[src/hw/rtl/brd_pkg.sv]
package brd_pkg;

	// Queue and literal limits.
	localparam int QUEUE_DEPTH = 16;
	localparam int MAX_LITERAL_BITS = 16;
	localparam int QPTR_W = $clog2(QUEUE_DEPTH);
	localparam int QCNT_W = $clog2(QUEUE_DEPTH + 1);
	localparam int LCNT_W = $clog2(MAX_LITERAL_BITS + 1);

	// Fixed decoder constants.
	localparam logic [7:0] RANGE_INIT = 8'd255;
	localparam logic [7:0] PROB_HALF = 8'd128;
	localparam logic [3:0] BYTE_BITS_LEFT = 4'd7;

	// Item kinds.
	typedef enum logic [1:0] {
		KIND_PUSH = 2'd0,
		KIND_START = 2'd1,
		KIND_BOOL = 2'd2,
		KIND_LITERAL = 2'd3
	} kind_t;

	// Input word.
	typedef struct packed {
		kind_t kind;
		logic [7:0] data_byte;
		logic [7:0] prob;
		logic [4:0] literal_bits;
	} item_t;

	// Result word.
	typedef struct packed {
		logic [15:0] decoded_value;
		logic underrun;
		logic overflow;
	} result_t;

	// Controller states.
	typedef enum logic [1:0] {
		ST_IDLE,
		ST_START_LO,
		ST_DECIDE,
		ST_NORM
	} state_t;

	// Commands from the controller to the datapath.
	typedef struct packed {
		logic push;
		logic load_hi;
		logic load_lo;
		logic capture;
		logic decide;
		logic norm;
		logic out_load;
	} cmd_t;

	// Status from the datapath to the controller.
	typedef struct packed {
		logic range_low;
		logic cnt_zero;
	} stat_t;

endpackage

[src/hw/rtl/brd_queue.sv]
module brd_queue (
	input logic clk,
	input logic arst_n,
	input logic push,
	input logic [7:0] push_byte,
	input logic pop,
	output logic [7:0] head_byte,
	output logic empty,
	output logic underrun,
	output logic overflow
);

	logic [7:0] mem_q [brd_pkg::QUEUE_DEPTH];
	logic [brd_pkg::QPTR_W-1:0] head_q;
	logic [brd_pkg::QPTR_W-1:0] tail_q;
	logic [brd_pkg::QCNT_W-1:0] count_q;
	logic underrun_q;
	logic overflow_q;
	logic full;

	assign empty = (count_q == '0);
	assign full = (count_q == brd_pkg::QCNT_W'(brd_pkg::QUEUE_DEPTH));
	assign head_byte = mem_q[head_q];
	assign underrun = underrun_q;
	assign overflow = overflow_q;

	// Byte storage; entries hold garbage until written.
	always_ff @(posedge clk) begin
		if (push && !full) begin
			mem_q[tail_q] <= push_byte;
		end
	end

	// Pointers, fill count and sticky error flags.
	always_ff @(posedge clk or negedge arst_n) begin
		if (!arst_n) begin
			head_q <= '0;
			tail_q <= '0;
			count_q <= '0;
			underrun_q <= 1'b0;
			overflow_q <= 1'b0;
		end else begin
			if (push) begin
				if (full) begin
					overflow_q <= 1'b1;
				end else begin
					tail_q <= (tail_q == brd_pkg::QPTR_W'(brd_pkg::QUEUE_DEPTH - 1)) ?
						'0 : tail_q + 1'b1;
					count_q <= count_q + 1'b1;
				end
			end else if (pop) begin
				if (empty) begin
					underrun_q <= 1'b1;
				end else begin
					head_q <= (head_q == brd_pkg::QPTR_W'(brd_pkg::QUEUE_DEPTH - 1)) ?
						'0 : head_q + 1'b1;
					count_q <= count_q - 1'b1;
				end
			end
		end
	end

	// The fill count never passes the depth.
	a_count_bound: assert property (@(posedge clk) disable iff (!arst_n)
		count_q <= brd_pkg::QCNT_W'(brd_pkg::QUEUE_DEPTH))
		else $error("queue count above depth");

	// A pop from an empty queue raises the underrun flag.
	a_underrun_set: assert property (@(posedge clk) disable iff (!arst_n)
		(pop && !push && empty) |=> underrun_q)
		else $error("underrun not flagged");

endmodule

[src/hw/rtl/brd_datapath.sv]
module brd_datapath (
	input logic clk,
	input logic arst_n,
	input brd_pkg::cmd_t cmd,
	input brd_pkg::item_t item,
	input logic [7:0] head_byte,
	input logic q_empty,
	input logic q_underrun,
	input logic q_overflow,
	output logic pop,
	output brd_pkg::stat_t stat,
	output brd_pkg::result_t result
);

	logic [7:0] range_q;
	logic [15:0] window_q;
	logic [7:0] shift_byte_q;
	logic [3:0] bits_left_q;
	logic [7:0] prob_q;
	logic [brd_pkg::LCNT_W-1:0] cnt_q;
	logic [15:0] acc_q;
	brd_pkg::result_t result_q;

	logic [7:0] fetch_byte;
	logic [15:0] product;
	logic [8:0] split;
	logic bit_one;
	logic refill;
	logic shift_in;
	logic [brd_pkg::LCNT_W-1:0] lit_cnt;

	// A missing byte reads as zero.
	assign fetch_byte = q_empty ? 8'd0 : head_byte;
	assign refill = (bits_left_q == 4'd0);
	assign pop = cmd.load_hi || cmd.load_lo || (cmd.norm && refill);
	assign shift_in = refill ? fetch_byte[7] : shift_byte_q[7];

	// Split point and bit decision.
	assign product = (range_q - 8'd1) * prob_q;
	assign split = {1'b0, product[15:8]} + 9'd1;
	assign bit_one = ({1'b0, window_q[15:8]} >= split);

	// Clamped literal length.
	always_comb begin
		if (32'(item.literal_bits) > brd_pkg::MAX_LITERAL_BITS) begin
			lit_cnt = brd_pkg::LCNT_W'(brd_pkg::MAX_LITERAL_BITS);
		end else begin
			lit_cnt = brd_pkg::LCNT_W'(item.literal_bits);
		end
	end

	assign stat.range_low = !range_q[7];
	assign stat.cnt_zero = (cnt_q == '0);
	assign result = result_q;

	// Range, value window and bit supply.
	always_ff @(posedge clk or negedge arst_n) begin
		if (!arst_n) begin
			range_q <= brd_pkg::RANGE_INIT;
			window_q <= '0;
			shift_byte_q <= '0;
			bits_left_q <= '0;
		end else begin
			if (cmd.load_hi) begin
				range_q <= brd_pkg::RANGE_INIT;
				window_q[15:8] <= fetch_byte;
				shift_byte_q <= '0;
				bits_left_q <= '0;
			end else if (cmd.load_lo) begin
				window_q[7:0] <= fetch_byte;
			end else if (cmd.decide) begin
				if (bit_one) begin
					range_q <= range_q - split[7:0];
					window_q[15:8] <= window_q[15:8] - split[7:0];
				end else begin
					range_q <= split[7:0];
				end
			end else if (cmd.norm) begin
				range_q <= {range_q[6:0], 1'b0};
				window_q <= {window_q[14:0], shift_in};
				if (refill) begin
					shift_byte_q <= {fetch_byte[6:0], 1'b0};
					bits_left_q <= brd_pkg::BYTE_BITS_LEFT;
				end else begin
					shift_byte_q <= {shift_byte_q[6:0], 1'b0};
					bits_left_q <= bits_left_q - 4'd1;
				end
			end
		end
	end

	// Per-item probability, bit count and assembled value.
	always_ff @(posedge clk or negedge arst_n) begin
		if (!arst_n) begin
			cnt_q <= '0;
		end else if (cmd.capture) begin
			cnt_q <= (item.kind == brd_pkg::KIND_LITERAL) ? lit_cnt : brd_pkg::LCNT_W'(1);
		end else if (cmd.decide) begin
			cnt_q <= cnt_q - 1'b1;
		end
	end

	always_ff @(posedge clk) begin
		if (cmd.capture) begin
			prob_q <= (item.kind == brd_pkg::KIND_LITERAL) ? brd_pkg::PROB_HALF : item.prob;
			acc_q <= '0;
		end else if (cmd.decide) begin
			acc_q <= {acc_q[14:0], bit_one};
		end
	end

	// Result register.
	always_ff @(posedge clk) begin
		if (cmd.out_load) begin
			result_q.decoded_value <= acc_q;
			result_q.underrun <= q_underrun;
			result_q.overflow <= q_overflow;
		end
	end

	// The range never collapses to zero.
	a_range_nonzero: assert property (@(posedge clk) disable iff (!arst_n)
		range_q != 8'd0)
		else $error("range reached zero");

endmodule

[src/hw/rtl/brd_ctrl.sv]
module brd_ctrl (
	input logic clk,
	input logic arst_n,
	input logic item_valid,
	input brd_pkg::kind_t kind,
	input logic result_ready,
	input brd_pkg::stat_t stat,
	output logic item_ready,
	output logic result_valid,
	output brd_pkg::cmd_t cmd
);

	brd_pkg::state_t state_q;
	brd_pkg::state_t state_d;
	logic out_valid_q;

	assign result_valid = out_valid_q;

	// State register and result-valid flag.
	always_ff @(posedge clk or negedge arst_n) begin
		if (!arst_n) begin
			state_q <= brd_pkg::ST_IDLE;
			out_valid_q <= 1'b0;
		end else begin
			state_q <= state_d;
			if (cmd.out_load) begin
				out_valid_q <= 1'b1;
			end else if (result_ready) begin
				out_valid_q <= 1'b0;
			end
		end
	end

	// Next state and commands.
	always_comb begin
		state_d = state_q;
		cmd = '0;
		item_ready = 1'b0;
		case (state_q)
			brd_pkg::ST_IDLE: begin
				item_ready = 1'b1;
				if (item_valid) begin
					case (kind)
						brd_pkg::KIND_PUSH: begin
							cmd.push = 1'b1;
						end
						brd_pkg::KIND_START: begin
							cmd.load_hi = 1'b1;
							state_d = brd_pkg::ST_START_LO;
						end
						default: begin
							cmd.capture = 1'b1;
							state_d = brd_pkg::ST_NORM;
						end
					endcase
				end
			end
			brd_pkg::ST_START_LO: begin
				cmd.load_lo = 1'b1;
				state_d = brd_pkg::ST_IDLE;
			end
			brd_pkg::ST_DECIDE: begin
				cmd.decide = 1'b1;
				state_d = brd_pkg::ST_NORM;
			end
			brd_pkg::ST_NORM: begin
				if (stat.range_low) begin
					cmd.norm = 1'b1;
				end else if (!stat.cnt_zero) begin
					state_d = brd_pkg::ST_DECIDE;
				end else if (!out_valid_q || result_ready) begin
					cmd.out_load = 1'b1;
					state_d = brd_pkg::ST_IDLE;
				end
			end
			default: begin
				state_d = brd_pkg::ST_IDLE;
			end
		endcase
	end

	// A new result never overwrites one that has not been taken.
	a_no_overwrite: assert property (@(posedge clk) disable iff (!arst_n)
		cmd.out_load |-> (!out_valid_q || result_ready))
		else $error("result overwritten");

endmodule

[src/hw/rtl/boolean_range_decoder_unit.sv]
// Boolean range decoder of the VP8/VP9 kind. Items arrive as words on the item channel: a push
// queues one compressed byte (16-entry queue), a start sets the range to 255 and loads the
// 16-bit value window from the next two queued bytes, a bool decode returns one bit for an 8-bit
// probability of zero, and a literal returns up to 16 bits decoded at probability one half,
// first bit in the most significant place. Only bool and literal items produce a result word,
// which carries the sticky underrun (zeros used for missing bytes) and overflow (push to a full
// queue dropped) flags as they stand after that item. One item is in work at a time. Every
// decoded bit costs a range check and a decision, and renormalization shifts the window one
// bit per cycle (0 to 7 shifts per bit) through a single shifter. A finished result waits in
// an output register while the next item is accepted, unless that item also finishes before
// it is taken.
module boolean_range_decoder_unit (
	input logic clk,
	input logic arst_n,
	input logic item_valid,
	output logic item_ready,
	input brd_pkg::item_t item,
	output logic result_valid,
	input logic result_ready,
	output brd_pkg::result_t result
);

	brd_pkg::cmd_t cmd;
	brd_pkg::stat_t stat;
	logic pop;
	logic [7:0] head_byte;
	logic q_empty;
	logic q_underrun;
	logic q_overflow;

	// Sequencer.
	brd_ctrl u_ctrl (
		.clk(clk),
		.arst_n(arst_n),
		.item_valid(item_valid),
		.kind(item.kind),
		.result_ready(result_ready),
		.stat(stat),
		.item_ready(item_ready),
		.result_valid(result_valid),
		.cmd(cmd)
	);

	// Compressed byte queue.
	brd_queue u_queue (
		.clk(clk),
		.arst_n(arst_n),
		.push(cmd.push),
		.push_byte(item.data_byte),
		.pop(pop),
		.head_byte(head_byte),
		.empty(q_empty),
		.underrun(q_underrun),
		.overflow(q_overflow)
	);

	// Range arithmetic and result assembly.
	brd_datapath u_datapath (
		.clk(clk),
		.arst_n(arst_n),
		.cmd(cmd),
		.item(item),
		.head_byte(head_byte),
		.q_empty(q_empty),
		.q_underrun(q_underrun),
		.q_overflow(q_overflow),
		.pop(pop),
		.stat(stat),
		.result(result)
	);

endmodule

[config.mk]
export PLATFORM = sky130hd
export DESIGN_NAME = boolean_range_decoder_unit
export DESIGN_NICKNAME = d
export VERILOG_FILES = /design/src/hw/rtl/brd_pkg.sv /design/src/hw/rtl/brd_queue.sv /design/src/hw/rtl/brd_datapath.sv /design/src/hw/rtl/brd_ctrl.sv /design/src/hw/rtl/boolean_range_decoder_unit.sv
export SDC_FILE = /design/constraint.sdc
export NUM_CORES = 1
export LEC_CHECK = 0
export BUFFER_PORTS_ARGS = -buffer_cell sky130_fd_sc_hd__buf_2
export CAP_MARGIN = 20
export CORE_MARGIN = 2
export CORE_UTILIZATION = 25
export CTS_BUF_LIST = sky130_fd_sc_hd__clkbuf_4 sky130_fd_sc_hd__clkbuf_8
export CTS_CLUSTER_SIZE = 10
export DETAILED_ROUTE_END_ITERATION = 6
export GPL_TIMING_DRIVEN = 0
export PLACE_DENSITY = 0.37
export SLEW_MARGIN = 20
export SYNTH_ARGS = -nofsm -noshare
export SYNTH_HDL_FRONTEND = slang
export SYNTH_SLANG_ARGS = --single-unit
[constraint.sdc]
create_clock -name clk -period 10.51 [get_ports clk]
set_clock_uncertainty 0.05 [all_clocks]
set_input_delay 2.102 -clock clk [delete_from_list [all_inputs] [get_ports clk]]
set_output_delay 2.102 -clock clk [all_outputs]
set_load 0.02 [all_outputs]
# After elaboration in Yosys (flattened, before gate mapping)
# Memory sizes are Yosys's and may differ from the RTL's.
# Cells that the tools add are included.
[word_totals]
mem_bits_rw = 128
reg_bits = 101
memories = 1
output_inout_bits = 20
[mem_list]
columns = ["name", "depth", "width", "read_ports", "rd_ports_with_merged_regs", "write_ports", "line_no", "source"]
rows = [
  ["u_queue.mem_q", 16, 8, 1, 0, 1, "brd_queue.sv:13", "logic [7:0] mem_q [brd_pkg::QUEUE_DEPTH];"],
]
[classes]
muxes = 59
order_cmp = 2
n_addsub = 10
n_mul = 1
n_bitwise = 4
n_reduce_logical = 29
n_eq_ne = 18
[op_table]
columns = ["op", "n"]
rows = [
  ["8-bit two-way mux", 17],
  ["5-bit two-way mux", 8],
  ["4-bit two-way mux", 7],
  ["3-bit AND reduction", 6],
  ["1-bit two-way mux", 17],
  ["16-bit by 8-bit multiplier with 16-bit output", 1],
  ["16-bit two-way mux", 1],
  ["8-bit subtractor", 2],
  ["2-bit two-way mux", 7],
  ["5-bit logical NOT", 2],
  ["2-bit nonzero test", 5],
  ["5-bit by 1-bit subtractor with 5-bit output (second input constant)", 2],
  ["8-bit by 1-bit adder with 9-bit output (second input constant)", 1],
  ["8-bit by 9-bit >= comparator with 1-bit output", 1],
  ["8-bit by 1-bit subtractor with 9-bit output (second input constant)", 1],
  ["4-bit by 1-bit adder with 4-bit output (second input constant)", 2],
  ["4-bit equality test (second input constant)", 2],
  ["2-bit by 1-bit inequality test with 1-bit output (second input constant)", 4],
  ["2-bit inequality test (second input constant)", 4],
  ["2-bit case mux with 4 select lines", 1],
  ["2-bit equality test (second input constant)", 3],
  ["2-bit AND reduction", 3],
  ["5-bit by 1-bit adder with 5-bit output (second input constant)", 1],
  ["5-bit equality test (second input constant)", 1],
  ["15 further kinds", 24],
]

# Depth between registers and ports, before layout
# Gate-level depths: netlist of the first run.
[logic_depth]
ltp_word = 10
mapped_depth = 33
ltp_nobuf = 32

# Hierarchy
# A second synthesis of the first run with hierarchy kept.
[hier_totals]
cells_unflattened = 1086
hier_area_um2 = 13220.2
[modules_own_cells]
columns = ["mod", "instances", "cells_each", "area_each_um2"]
rows = [
  ["brd_datapath", 1, 770, 7239.4],
  ["brd_queue", 1, 291, 5773.0],
  ["brd_ctrl", 1, 25, 207.7],
]

# Least setup slack after synthesis of the first run
# No wires, ideal clock.
[synth_path]
path_type = "flip-flop to flip-flop"
from = "reg u_datapath.range_q[0]"
to = "reg u_datapath.range_q[3]"
t_arrival_ps = 7504
path_stages_with_launch = 28
setup_slack_ps = 2883
t_required_ps = 10387
setup_time_ps = 73
cell_sequence = "dfstp_2 inv_1 ha_1 nand3_1 nor3_1 nand2_1 fa_1 inv_1 fa_1 fa_1 inv_1 fa_1 inv_1 ha_1 clkbuf_1 and3_1 a221o_1 a311oi_1 xnor2_2 nand3_2 xnor2_1 ha_1 a21o_1 maj3_1 maj3_2 o211ai_4 mux2_2 a21oi_1"
[synth_via]
elab_chain_len = 8
elab_cells_between_ends = 9
[synth_lines]
columns = ["element", "line_no", "source"]
rows = [
  ["start: declaration", "brd_datapath.sv:15", "logic [7:0] range_q;"],
  ["start signal: assignment", "brd_datapath.sv:59", "range_q <= brd_pkg::RANGE_INIT;"],
  ["start signal: assignment", "brd_datapath.sv:65", "range_q <= brd_pkg::RANGE_INIT;"],
  ["start signal: assignment", "brd_datapath.sv:73", "range_q <= range_q - split[7:0];"],
  ["8-bit by 1-bit subtractor with 9-bit output", "brd_datapath.sv:39", "assign product = (range_q - 8'd1) * prob_q;"],
  ["16-bit by 8-bit multiplier with 16-bit output", "brd_datapath.sv:39", ""],
  ["8-bit by 1-bit adder with 9-bit output", "brd_datapath.sv:40", "assign split = {1'b0, product[15:8]} + 9'd1;"],
  ["8-bit subtractor or 8-bit by 9-bit >= comparator with 1-bit output (tied branches)", "brd_datapath.sv:73, brd_datapath.sv:41", ""],
  ["8-bit two-way mux (*)", "brd_datapath.sv:72", "if (bit_one) begin"],
  ["8-bit two-way mux (*)", "brd_datapath.sv:71", "end else if (cmd.decide) begin"],
  ["8-bit two-way mux (*)", "brd_datapath.sv:69", "end else if (cmd.load_lo) begin"],
  ["8-bit two-way mux (*)", "brd_datapath.sv:64", "if (cmd.load_hi) begin"],
]
# Mark *: on every way between the ends. The rest lies on a longest branch, timed or not. The select of a mux whose other input is x is not followed.
# A chain may end at the register's enable or synchronous reset.

# Worst setup path in the final report of the first run
# Ends and elaborated chain as after synthesis.

==> results of run 1 <==
metal layers:
layer | global-route usage, % | routed length, um | vias to the layer above
li1 | - | - | 3876
met1 | 17.60 | 16110 | 3990
met2 | 19.32 | 14850 | 105
met3 | 2.022 | 1078 | 38
met4 | 3.085 | 504 | 0
met5 | 0 | 0 | -
cell usage in the layout (no fill, tap or decap), drive strengths merged, types with 16 or more instances in the layout:
| cell type | n |
|---|---|
| dfrtp | 50 |
| clkinv | 18 |
| fa | 59 |
| dfxtp | 16 |
| edfxtp | 154 |
| inv | 101 |
| nor2b | 45 |
| a21oi | 40 |
| nand2 | 67 |
| mux4 | 40 |
| a21o | 17 |
| nor2 | 55 |
| xor2 | 19 |
| mux2i | 36 |
| clkbuf | 72 |
| o21ai | 51 |
| xnor2 | 38 |
| ha | 50 |
| and2 | 40 |
| buf | 56 |
area by class of cell:
| type | instances | area, um2 |
|---|---|---|
| Clock inverter | 21 | 102.6 |
| Multi-Input combinational cell | 688 | 6192 |
| Fill cell | 5346 | 36690 |
| Inverter | 99 | 371.6 |
| Timing Repair Buffer | 48 | 271.5 |
| Clock buffer | 45 | 575.6 |
| Buffer | 35 | 148.9 |
| Sequential cell | 228 | 6406 |
| Tap cell | 680 | 850.8 |
worst register-to-register path: stages (launching register included):
cell,delay (ns)
sky130_fd_sc_hd__dfstp_2,0.65
sky130_fd_sc_hd__inv_1,0.18
sky130_fd_sc_hd__ha_1,0.27
sky130_fd_sc_hd__nand2_1,0.08
sky130_fd_sc_hd__xor2_1,0.72
sky130_fd_sc_hd__nor2b_1,0.16
sky130_fd_sc_hd__fa_1,0.59
sky130_fd_sc_hd__fa_1,0.44
sky130_fd_sc_hd__fa_1,0.54
sky130_fd_sc_hd__inv_1,0.05
sky130_fd_sc_hd__fa_1,0.56
sky130_fd_sc_hd__inv_1,0.05
sky130_fd_sc_hd__ha_1,0.43
sky130_fd_sc_hd__and3_1,0.29
sky130_fd_sc_hd__a211oi_1,0.33
sky130_fd_sc_hd__nor2_1,0.10
sky130_fd_sc_hd__ha_1,0.24
sky130_fd_sc_hd__xnor2_1,0.49
sky130_fd_sc_hd__ha_1,0.39
sky130_fd_sc_hd__inv_1,0.06
sky130_fd_sc_hd__o21ai_0,0.13
sky130_fd_sc_hd__a21o_1,0.23
sky130_fd_sc_hd__a21o_1,0.23
sky130_fd_sc_hd__maj3_1,0.36
sky130_fd_sc_hd__maj3_2,0.37
sky130_fd_sc_hd__o211ai_4,0.40
sky130_fd_sc_hd__mux2_2,0.40
sky130_fd_sc_hd__a21oi_1,0.14
state kept, by name, summed over array words and instances (netlist names):
name,flops
u_datapath.bits_left_q,4
u_datapath.result,18
u_queue.underrun,1
u_queue.count_q,5
u_datapath.cnt_q,5
u_datapath.acc_q,16
u_queue.mem_q,128
u_queue.overflow,1
u_datapath.shift_byte_q,7
u_datapath.prob_q,8
u_ctrl.result_valid,1
u_queue.tail_q,4
u_datapath.range_q,8
u_queue.head_q,4
u_datapath.window_q,16
u_ctrl.state_q,2
through the flow:
step	utilization, %	instance area (um2)	worst slack, ns	hold slack (ns)	instances
global placement	27.50	14190	1.311	0.3703	1776
finish	28.91	14920	1.516	0.3787	1844
global route	28.91	14920	0.8690	0.3817	1844
floorplan	-	13110	2.883	0.3576	1050
CTS	28.90	14920	1.305	0.3798	1844
detailed placement	27.59	14240	1.362	0.3643	1778
cell usage after synthesis, drive strengths merged (19+ instances only):
library cell / instances / area share [%]
mux4: 40 / 6.9
a21oi: 40 / 1.5
ha: 50 / 4.8
dfrtp: 50 / 9.5
nor2: 55 / 1.6
xor2: 19 / 1.4
and2: 40 / 1.9
mux2i: 36 / 2.7
inv: 99 / 2.8
nor2b: 45 / 2.1
o21ai: 51 / 2.0
edfxtp: 154 / 35
fa: 59 / 9.0
clkbuf: 25 / 0.72
nand2: 67 / 1.9
xnor2: 38 / 2.7
final timing paths:
kind / slack, ns / cells past startpoint / startpoint / endpoint
setup reg to reg: 1.52 / 27 / u_datapath.range_q[0] / u_datapath.range_q[3]
hold reg to reg: 0.38 / 0 / u_datapath.acc_q[15] / u_datapath.result[17]
min in group asynchronous: 1.39 / 1 / arst_n / u_queue.head_q[1]
setup / recovery: 1.52 / 27 / u_datapath.range_q[0] / u_datapath.range_q[3]
max in group asynchronous: 8.44 / 2 / arst_n / u_datapath.range_q[3]
hold / removal: 0.38 / 0 / u_datapath.acc_q[15] / u_datapath.result[17]
cells by family (layout without fill, tap and decap cells):
| logic type | after synthesis | after routing | synth area share, % |
|---|---|---|---|
| AOI/OAI and AO/OA | 151 | 151 | 7.394 |
| and+or+nand+nor | 283 | 283 | 11.35 |
| DFF | 228 | 228 | 48.85 |
| xor gates and xnor gates | 57 | 57 | 4.064 |
| buffers and inverters | 134 | 248 | 3.950 |
| adders and majority gates | 114 | 114 | 14.17 |
| muxes | 83 | 83 | 10.22 |
==> run summary, run 1 <==
The count of flip-flops with a built-in enable after synthesis is 154. The hold violation total from the final report came out at 0. CTS placed an instance of sky130_fd_sc_hd__clkbuf_8 at the clock tree root.

The top-level port count is 47. Data on the critical path is required at its endpoint by 10.93 ns. Once the clock tree was built, the resizer swapped 0 gates to a different size. The slew at the pin closest to its max-slew limit is 0.9764 ns. The antenna violation net count after detailed routing came out at 0.

The total routing resource utilization after global routing came out at 12.30%. The pin count of the biggest net entering global routing is 39. TritonCTS built the clock tree. The clock latency on the worst-skew pair is approximately 0.56 ns. The area inside the core boundary is 51610 um2.

Across the run, the number of max-cap violations was 0. Headroom to the max-slew limit came out at 34.44%. The critical path arrival is 9.42 ns. Summed over all layers, the routed wires come to 32.54 mm. The final weighted congestion in routability-driven placement is 0.7403. The net count after synthesis came out at 1186. The area added between synthesis and finish is 13.77%. The number of different library cells in the post-synthesis netlist is 70. On the worst path, the slowest cell contributes a delay of 0.72 ns. The initial antenna violation count came out at 0.

The detail-routed net length per standard cell is 17.64 um. The number of H-tree branching levels is 2. The sum of buffers and inverters on the critical path came out at 4. The worst setup path is of the flip-flop to flip-flop kind.

Setup repair after global routing left no endpoint under its margin. In the final layout, the share of cells above drive strength 1 is 15.72%. The maximum fanout encountered on the critical timing path came out at 10. The average footprint of a synthesized cell came out at between 10 and 15 um2. The worst setup path is captured at a flip-flop. Dividing the final minimum period by the clock period gives 85.57%. The initial utilization of the core area, before any placement, comes to 25.41%. The share of flip-flops with an asynchronous set or reset is 25.44%. The routed layout has 8009 vias. The via count normalized by instance count came out at 4.343.

The global-route wire length before repair is roughly 50 mm. The final layout contains around 1300 nets. Derived from the worst setup path, the maximum achievable clock frequency is 111.2 MHz.

The most used flip-flop cell after synthesis is sky130_fd_sc_hd__edfxtp_1. The via count of the first global-routing pass was 8244. The total overflow left after global routing is 0. The detailed placer's ending HPWL is 23.90 mm.

The number of standard cells after synthesis came out at 1050. The clock net sink count is 228. In this design, the largest share of critical-path delay is due to adder cells. The number of port buffers came out at 46. The warning count from the yosys run is 0. On the critical path, the stage with the largest delay is an instance of sky130_fd_sc_hd__xor2_1. The clock transition time at the flip-flop clock pins of the worst setup and hold paths came out at 0.06 ns.

The final-report setup violation count is 0. The detailed-routing iteration count for the pre-antenna-repair pass came out at 5. After clock tree synthesis, the flow added hold-fix buffers numbering 0. Once the clock tree was built, the setup fixing pass inserted 0 buffers. The count of inserted antenna diode cells came out at 0. The flow ran to the end, and the final reports show no timing, DRC or antenna violations. The number of standard-cell rows in the floorplan came out at 83. The number of design rule violations left after detail routing is 0. The die is about 230 um tall. The buffer depth of the longest clock path is 3. The final critical path time including I/O delays and setup is 8.994 ns.

The x dimension of the die came out at 233.0 um. The max-slew violation count came out at 0. The CTS buffer count is 37.

The count of state elements after synthesis came out at between 200 and 250. The die covers approximately 54000 um2. After synthesis, flip-flops and latches occupy around half of the total area. The count of routing violations after the opening detailed-route iteration came out at 435.

The final-layout setup total negative slack came out at 0 ns. In this run the worst hold path is classified as flip-flop to flip-flop. The combined area of all synthesized cells is between 10000 and 15000 um2. The worst setup path is launched from a flip-flop.
Power of run 1 is left out: the tool's default activity adds up to more than one toggle a clock period on the data nets, which glitch-free logic cannot reach.
==> run 2, diff against run 1 <==
--- a/config.mk
+++ b/config.mk
@@ -13,7 +13,7 @@
 export CTS_CLUSTER_SIZE = 10
 export DETAILED_ROUTE_END_ITERATION = 6
 export GPL_TIMING_DRIVEN = 0
-export PLACE_DENSITY = 0.37
+export PLACE_DENSITY = 0.49
 export SLEW_MARGIN = 20
 export SYNTH_ARGS = -nofsm -noshare
 export SYNTH_HDL_FRONTEND = slang
==> run summary, run 2 (synthesized netlist as in run 1, its figures left out) <==
The via count of the first global-routing pass is 8303 (was 8244). The die area is 54300 um2 (unchanged). The x dimension of the die is 233.0 um (unchanged). The endpoint of the worst hold-timing path was u_datapath.result[17] (unchanged). The number of H-tree branching levels is 2 (unchanged).

The count of inserted antenna diode cells is 0 (unchanged). The clock latency on the worst-skew pair is 0.56 ns (about the same). The number of setup buffers added after CTS came out at 0 (unchanged). The detailed placer's ending HPWL came to 21.72 mm (was 23.90 mm). The number of filler cells placed in the layout came out at 5263 (was 5346). The amount of wire on met2 after detailed routing is 13.82 mm (was 14.85 mm).

The TritonCTS clock tree was built (unchanged). The slew at the pin closest to its max-slew limit came to 0.9788 ns (was 0.9764 ns). The clock net sink count came out at 228 (unchanged). The final critical-path share of the clock period came out at 84.50% (was 85.57%). The total number of vias came out at 8139 (was 8009).

Highest-count cells in the layout ignoring fill and taps: 154 x sky130_fd_sc_hd__edfxtp_1, 98 x sky130_fd_sc_hd__inv_1, 66 x sky130_fd_sc_hd__nand2_1, 59 x sky130_fd_sc_hd__fa_1, 55 x sky130_fd_sc_hd__nor2_1 (unchanged). The total wire length after detailed routing is 29.75 mm (was 32.54 mm). The register containing the most flip-flops in the final layout was u_queue.mem_q (unchanged). The depth of the worst hold-timing path is 0 (unchanged). Unrepaired setup endpoints after global routing: false (unchanged).

The post-layout instance area came out at 14950 um2 (was 14920 um2). The number of gates resized after CTS is 0 (unchanged). The initial core utilization is 25.41% (unchanged). The count of routing violations after the opening detailed-route iteration is 420 (was 435).

The maximum cell stage delay along the critical path came out at 0.70 ns (was 0.72 ns). The launching point of the worst reg2reg path is u_datapath.range_q[0] (unchanged). The area added between synthesis and finish is 14.02% (was 13.77%).

The cell count of the worst reg-to-reg path came out at 29 (was 27). The number of design rule violations left after detail routing came to 0 (unchanged). The clock transition time at the flip-flop clock pins of the worst setup and hold paths came to 0.06 ns (about the same). The final-report setup violation count came out at 0 (unchanged). The met1 routed wirelength after detailed routing is 14.28 mm (was 16.11 mm). The maximum fanout encountered on the critical timing path is 10 (unchanged).

The required time reported for the critical path endpoint is 10.92 ns (was 10.93 ns). The top-level port count came to 47 (unchanged). The area inside the core boundary is 51610 um2 (unchanged). The launching element type of the critical path is a flip-flop (unchanged).

The number of buffers inserted by hold repair at cts came out at 0 (unchanged). The max-capacitance violation count came out at 0 (unchanged). The number of nets in the final layout came out at 1274 (was 1273).

The master of the slowest instance on the critical path was sky130_fd_sc_hd__xor2_1 (unchanged). The final-layout setup total negative slack is 0 ns (unchanged). The initial antenna violation count was 0 (unchanged). The number of port buffers came to 46 (unchanged). The final weighted congestion in routability-driven placement is 0.7522 (was 0.7403). The met3 wirelength from detailed routing is 964 um (was 1.078 mm).

The highest clock rate came to 112.6 MHz (was 111.2 MHz). The fraction of layout cells with a size suffix above 1 is 15.89% (was 15.72%). The total routing resource utilization after global routing is 11.24% (was 12.30%). The final critical path time including I/O delays and setup is 8.881 ns (was 8.994 ns). The endpoint of the worst register-to-register path is u_datapath.window_q[10] (was u_datapath.range_q[3]). The launch instance of the worst min-delay path is u_datapath.acc_q[15] (unchanged). The relative slew slack is 34.28% (was 34.44%). The category of cells accounting for the largest share of critical-path delay is adder cells (unchanged). The type of element capturing the critical path is a flip-flop (unchanged).

The critical path arrival is 9.29 ns (was 9.42 ns). The commonest non-fill, non-tap cell in the layout is sky130_fd_sc_hd__edfxtp_1 (unchanged). The leftover overflow at the end of global routing was 0 (unchanged). The number of standard-cell rows in the floorplan is 83 (unchanged). The max-slew violation count is 0 (unchanged). The detail-routed net length per standard cell came out at 16.13 um (was 17.64 um).

The height of the die was 233.0 um (unchanged). The cell area after placement came out at 14210 um2 (was 14240 um2). The number of placed cells counting well taps was 1777 (was 1778). The global-route wire length before repair came out at 47.49 mm (was 50.47 mm). The uppermost layer routed was met4 (unchanged). The flip-flop count of the largest register after layout is 128 (unchanged). The detailed-routing iteration count for the pre-antenna-repair pass was 5 (unchanged). The final standard cell count with taps included and fillers excluded came out at 1844 (unchanged). The type of the worst setup path is flip-flop to flip-flop (unchanged). The pin count of the biggest net entering global routing is 59 (was 39).

The register-to-register setup slack was 1.63 ns (was 1.52 ns). The hold violation total from the final report was 0 (unchanged). The CTS buffer count came out at 38 (was 37). The cell at the root of the clock tree is sky130_fd_sc_hd__clkbuf_8 (unchanged).

Outcome: completed (unchanged). The final cell utilization of the core is 28.97% (was 28.91%). The class of the worst hold path is flip-flop to flip-flop (unchanged).

The buffer depth of the longest clock path came to 3 (unchanged). The sum of buffers and inverters on the critical path is 5 (was 4). The antenna violation net count after detailed routing is 0 (unchanged).

The via count normalized by instance count came out at 4.414 (was 4.343).
[run 2: worst reg2reg max path: cells and delay by family (launching register included)]
kind | cells | cell delay, ns
adder cells (fa/ha/maj) | 10 | 4.15
AO/OA/AOI/OAI | 7 | 1.58
XOR/XNOR | 2 | 1.17
AND/OR/NAND/NOR | 5 | 0.71
flip-flops | 1 | 0.66
buffers and inverters | 5 | 0.50
[run 2: final cells by class]
| class | count | area, um2 | area share (%) |
|---|---|---|---|
| Inverter | 99 | 371.6 | 2.485 |
| Sequential cell | 228 | 6406 | 42.85 |
| Buffer | 35 | 146.4 | 0.9791 |
| Multi-Input combinational cell | 688 | 6192 | 41.41 |
| Tap cell | 680 | 850.8 | 5.690 |
| Clock buffer | 49 | 605.6 | 4.050 |
| Clock inverter | 17 | 123.9 | 0.8285 |
| Timing Repair Buffer | 48 | 255.2 | 1.707 |
[run 2: worst max-delay path by stage]
stage | from | end | slack [ns] | depth (start not counted)
3_5_place_dp | u_datapath.range_q[0] | u_datapath.range_q[3] | 1.59 | 27
3_3_place_gp | u_datapath.range_q[0] | u_datapath.window_q[9] | 1.61 | 29
6_report | u_datapath.range_q[0] | u_datapath.window_q[10] | 1.63 | 29
2_1_floorplan | u_datapath.range_q[0] | u_datapath.range_q[3] | 2.88 | 27
4_1_cts | u_datapath.range_q[0] | u_datapath.window_q[10] | 1.54 | 29
5_1_grt | u_datapath.range_q[0] | u_datapath.window_q[9] | 1.09 | 29
[run 2: per-stage QoR]
step,setup slack (ns),hold WS (ns)
4_1_cts,1.535,0.3844
5_1_grt,1.087,0.4091
3_5_place_dp,1.588,0.3673
3_3_place_gp,1.610,0.3702
2_1_floorplan,2.883,0.3576
6_report,1.629,0.3819
[run 2: routing by layer]
layer  vias up  GRT usage, %
met2       130         17.81
met3        38         1.397
li1       3876             -
met4         0         3.603
met1      4095         15.92
met5         -             0
Power of run 2 is left out for the same reason.
==> run 3, diff against run 2 <==
--- a/config.mk
+++ b/config.mk
@@ -13,7 +13,7 @@
 export CTS_CLUSTER_SIZE = 10
 export DETAILED_ROUTE_END_ITERATION = 6
 export GPL_TIMING_DRIVEN = 0
-export PLACE_DENSITY = 0.49
+export PLACE_DENSITY = 0.5
 export SLEW_MARGIN = 20
 export SYNTH_ARGS = -nofsm -noshare
 export SYNTH_HDL_FRONTEND = slang
==> constraint.sdc (replaced) <==
create_clock -name clk -period 7.1 [get_ports clk]
set_clock_uncertainty 0.05 [all_clocks]
set_input_delay 1.42 -clock clk [delete_from_list [all_inputs] [get_ports clk]]
set_output_delay 1.42 -clock clk [all_outputs]
set_load 0.02 [all_outputs]
==> run summary, run 3 (synthesized netlist as in run 1, its figures left out) <==
The maximum fanout encountered on the critical timing path came out at 5 (was 10). The class of the worst hold path is flip-flop to flip-flop (unchanged). The launching element type of the critical path is a flip-flop (unchanged). The TritonCTS clock tree is built (unchanged).

The total wire length after detailed routing was 30.56 mm (was 29.75 mm). The area added between synthesis and finish came out at 22.69% (was 14.02%). The via count of the first global-routing pass is 8782 (was 8303). The number of standard-cell rows in the floorplan came to 83 (unchanged). The via count normalized by instance count is 4.426 (was 4.414). The max-capacitance violation count is 0 (unchanged). The antenna violation net count after detailed routing is 0 (unchanged). The final reports fail on setup timing. Outcome: complete, but fails checks (was completed). The cell at the root of the clock tree is sky130_fd_sc_hd__clkbuf_8 (unchanged).

The leftover overflow at the end of global routing is 0 (unchanged). The total number of vias came out at 8418 (was 8139). The area inside the core boundary is 51610 um2 (unchanged). The top-level port count came to 47 (unchanged). The detail-routed net length per standard cell is 16.07 um (was 16.13 um). The slew at the pin closest to its max-slew limit is 0.9600 ns (was 0.9788 ns). The final critical-path share of the clock period came to 104.2% (was 84.50%). The x dimension of the die is 233.0 um (unchanged). The detailed-routing iteration count for the pre-antenna-repair pass is 6 (was 5). The final-report setup violation count is 16 (was 0). The global-route wire length before repair is 48.60 mm (was 47.49 mm). The fraction of layout cells with a size suffix above 1 came out at 27.09% (was 15.89%). The type of element capturing the critical path was a flip-flop (unchanged).

The max-slew violation count was 0 (unchanged). The pin count of the biggest net entering global routing was 48 (was 59). The commonest non-fill, non-tap cell in the layout is sky130_fd_sc_hd__edfxtp_1 (unchanged). The count of routing violations after the opening detailed-route iteration came out at 443 (was 420). The initial antenna violation count is 0 (unchanged). The height of the die came out at 233.0 um (unchanged). The die area was 54300 um2 (unchanged). The number of port buffers came out at 46 (unchanged). The final critical path time including I/O delays and setup is 7.395 ns (was 8.881 ns).

Highest-count cells in the layout ignoring fill and taps: 154 x sky130_fd_sc_hd__edfxtp_1, 91 x sky130_fd_sc_hd__inv_1, 63 x sky130_fd_sc_hd__nand2_1, 57 x sky130_fd_sc_hd__fa_1 (was 154 x sky130_fd_sc_hd__edfxtp_1, 98 x sky130_fd_sc_hd__inv_1, 66 x sky130_fd_sc_hd__nand2_1, 59 x sky130_fd_sc_hd__fa_1, 55 x sky130_fd_sc_hd__nor2_1). The detailed placer's ending HPWL came out at 21.61 mm (was 21.72 mm). The required time reported for the critical path endpoint is 7.55 ns (was 10.92 ns). The clock transition time at the flip-flop clock pins of the worst setup and hold paths is 0.06 ns (about the same). The type of the worst setup path is flip-flop to flip-flop (unchanged). The clock net sink count was 228 (unchanged). The worst slack at placement is -1.223 ns (was 1.588 ns). The final cell utilization of the core is 31.17% (was 28.97%). The highest clock rate was 135.2 MHz (was 112.6 MHz). The total routing resource utilization after global routing came to 11.41% (was 11.24%). The CTS buffer count is 36 (was 38). The final weighted congestion in routability-driven placement came out at 0.7598 (was 0.7522). The number of H-tree branching levels came out at 2 (unchanged).

The number of buffers inserted by hold repair at cts came out at 0 (unchanged). The number of nets in the final layout came out at 1330 (was 1274). Unrepaired setup endpoints after global routing: true (was false).

The relative slew slack came out at 36.00% (was 34.28%). The register containing the most flip-flops in the final layout is u_queue.mem_q (unchanged). The hold violation total from the final report is 0 (unchanged). The flip-flop count of the largest register after layout is 128 (unchanged). The clock latency on the worst-skew pair was 0.58 ns (was 0.56 ns). The initial core utilization came out at 25.41% (unchanged). The buffer depth of the longest clock path is 3 (unchanged). The post-layout worst setup margin came out at -0.2953 ns (was 1.629 ns). The count of inserted antenna diode cells came to 0 (unchanged).

The critical path arrival came out at 7.85 ns (was 9.29 ns). The number of filler cells placed in the layout came out at 5224 (was 5263). The number of design rule violations left after detail routing was 0 (unchanged).
-- run 3: changes by cell type in the layout (fill, tap and decap cells not counted), moves of 5 or more --
cell,previous run,this run
sky130_fd_sc_hd__a21oi_2,0,7
sky130_fd_sc_hd__xor2_1,18,10
sky130_fd_sc_hd__nor2_1,55,43
sky130_fd_sc_hd__ha_1,50,37
sky130_fd_sc_hd__ha_4,0,12
sky130_fd_sc_hd__a21oi_1,40,32
sky130_fd_sc_hd__inv_2,1,6
sky130_fd_sc_hd__xor2_2,0,5
sky130_fd_sc_hd__inv_1,98,91
sky130_fd_sc_hd__buf_6,4,13
sky130_fd_sc_hd__nor2_4,0,5
sky130_fd_sc_hd__nor2_2,0,7
sky130_fd_sc_hd__buf_4,1,50
sky130_fd_sc_hd__xnor2_1,36,31
-- run 3: worst max-delay path, cell delays in order (launching register included) --
cell,delay (ns)
sky130_fd_sc_hd__dfstp_2,0.40
sky130_fd_sc_hd__nor2_4,0.16
sky130_fd_sc_hd__nand3_4,0.10
sky130_fd_sc_hd__nor4_4,0.31
sky130_fd_sc_hd__xor2_2,0.26
sky130_fd_sc_hd__buf_4,0.16
sky130_fd_sc_hd__and2_4,0.13
sky130_fd_sc_hd__fa_1,0.42
sky130_fd_sc_hd__fa_1,0.50
sky130_fd_sc_hd__fa_1,0.54
sky130_fd_sc_hd__inv_1,0.05
sky130_fd_sc_hd__fa_1,0.49
sky130_fd_sc_hd__inv_2,0.05
sky130_fd_sc_hd__ha_4,0.24
sky130_fd_sc_hd__and3_4,0.14
sky130_fd_sc_hd__a221o_1,0.31
sky130_fd_sc_hd__a311oi_2,0.30
sky130_fd_sc_hd__xnor2_2,0.24
sky130_fd_sc_hd__xor2_2,0.32
sky130_fd_sc_hd__ha_4,0.26
sky130_fd_sc_hd__a21o_1,0.17
sky130_fd_sc_hd__a21o_1,0.18
sky130_fd_sc_hd__maj3_2,0.31
sky130_fd_sc_hd__maj3_2,0.36
sky130_fd_sc_hd__o211ai_4,0.30
sky130_fd_sc_hd__buf_6,0.16
sky130_fd_sc_hd__mux2_4,0.30
sky130_fd_sc_hd__a21oi_2,0.13
-- run 3: cell type report --
cell class	count	area [um2]	share of cell area, %
plain buffers	32	135.1	0.8399
clock buffers	47	596.8	3.709
clock inverters	19	147.6	0.9176
inverters	99	376.6	2.341
multi-input cells	688	6784	42.16
flip-flops and latches	228	6406	39.82
well taps	680	850.8	5.288
repair buffers	109	792.0	4.923
-- run 3: final timing paths --
check / from / to / slack (ns) / depth (start not counted)
max reg2reg: u_datapath.range_q[2] / u_datapath.range_q[3] / -0.30 / 27
min in group asynchronous: arst_n / u_queue.head_q[1] / 0.63 / 1
min reg2reg: u_datapath.acc_q[15] / u_datapath.result[17] / 0.39 / 0
max in group asynchronous: arst_n / u_datapath.range_q[0] / 5.80 / 2
max: u_datapath.range_q[2] / u_datapath.range_q[3] / -0.30 / 27
min: u_datapath.acc_q[15] / u_datapath.result[17] / 0.39 / 0
-- run 3: per-layer routing --
layer  up-vias  track usage (%)  wire length (um)
met4         0            2.966               469
li1       3982                -                 -
met2       133            18.55             14500
met1      4266            16.01             14550
met5         -                0                 0
met3        37            1.446              1041
-- run 3: what timing repair did --
item,4_1_cts,5_1_grt
gates cloned,1,0
hold endpoints to repair,0,0
resized for setup,49,50
pin swaps,44,52
endpoints found under the setup margin,17,17
setup buffers,45,15
-- run 3: metrics by stage --
stage / hold slack, ns / cell area [um2] / TNS [ns] / cells
finish: 0.3867 / 16090 / -3.140 / 1902
global route: 0.4018 / 16090 / -7.072 / 1902
CTS: 0.3874 / 15740 / -2.637 / 1887
detailed placement: 0.3749 / 14390 / -19.30 / 1778
global placement: 0.3696 / 14350 / -19.32 / 1776
floorplan: 0.3576 / 13270 / -0.8776 / 1050
Power of run 3 is left out for the same reason.
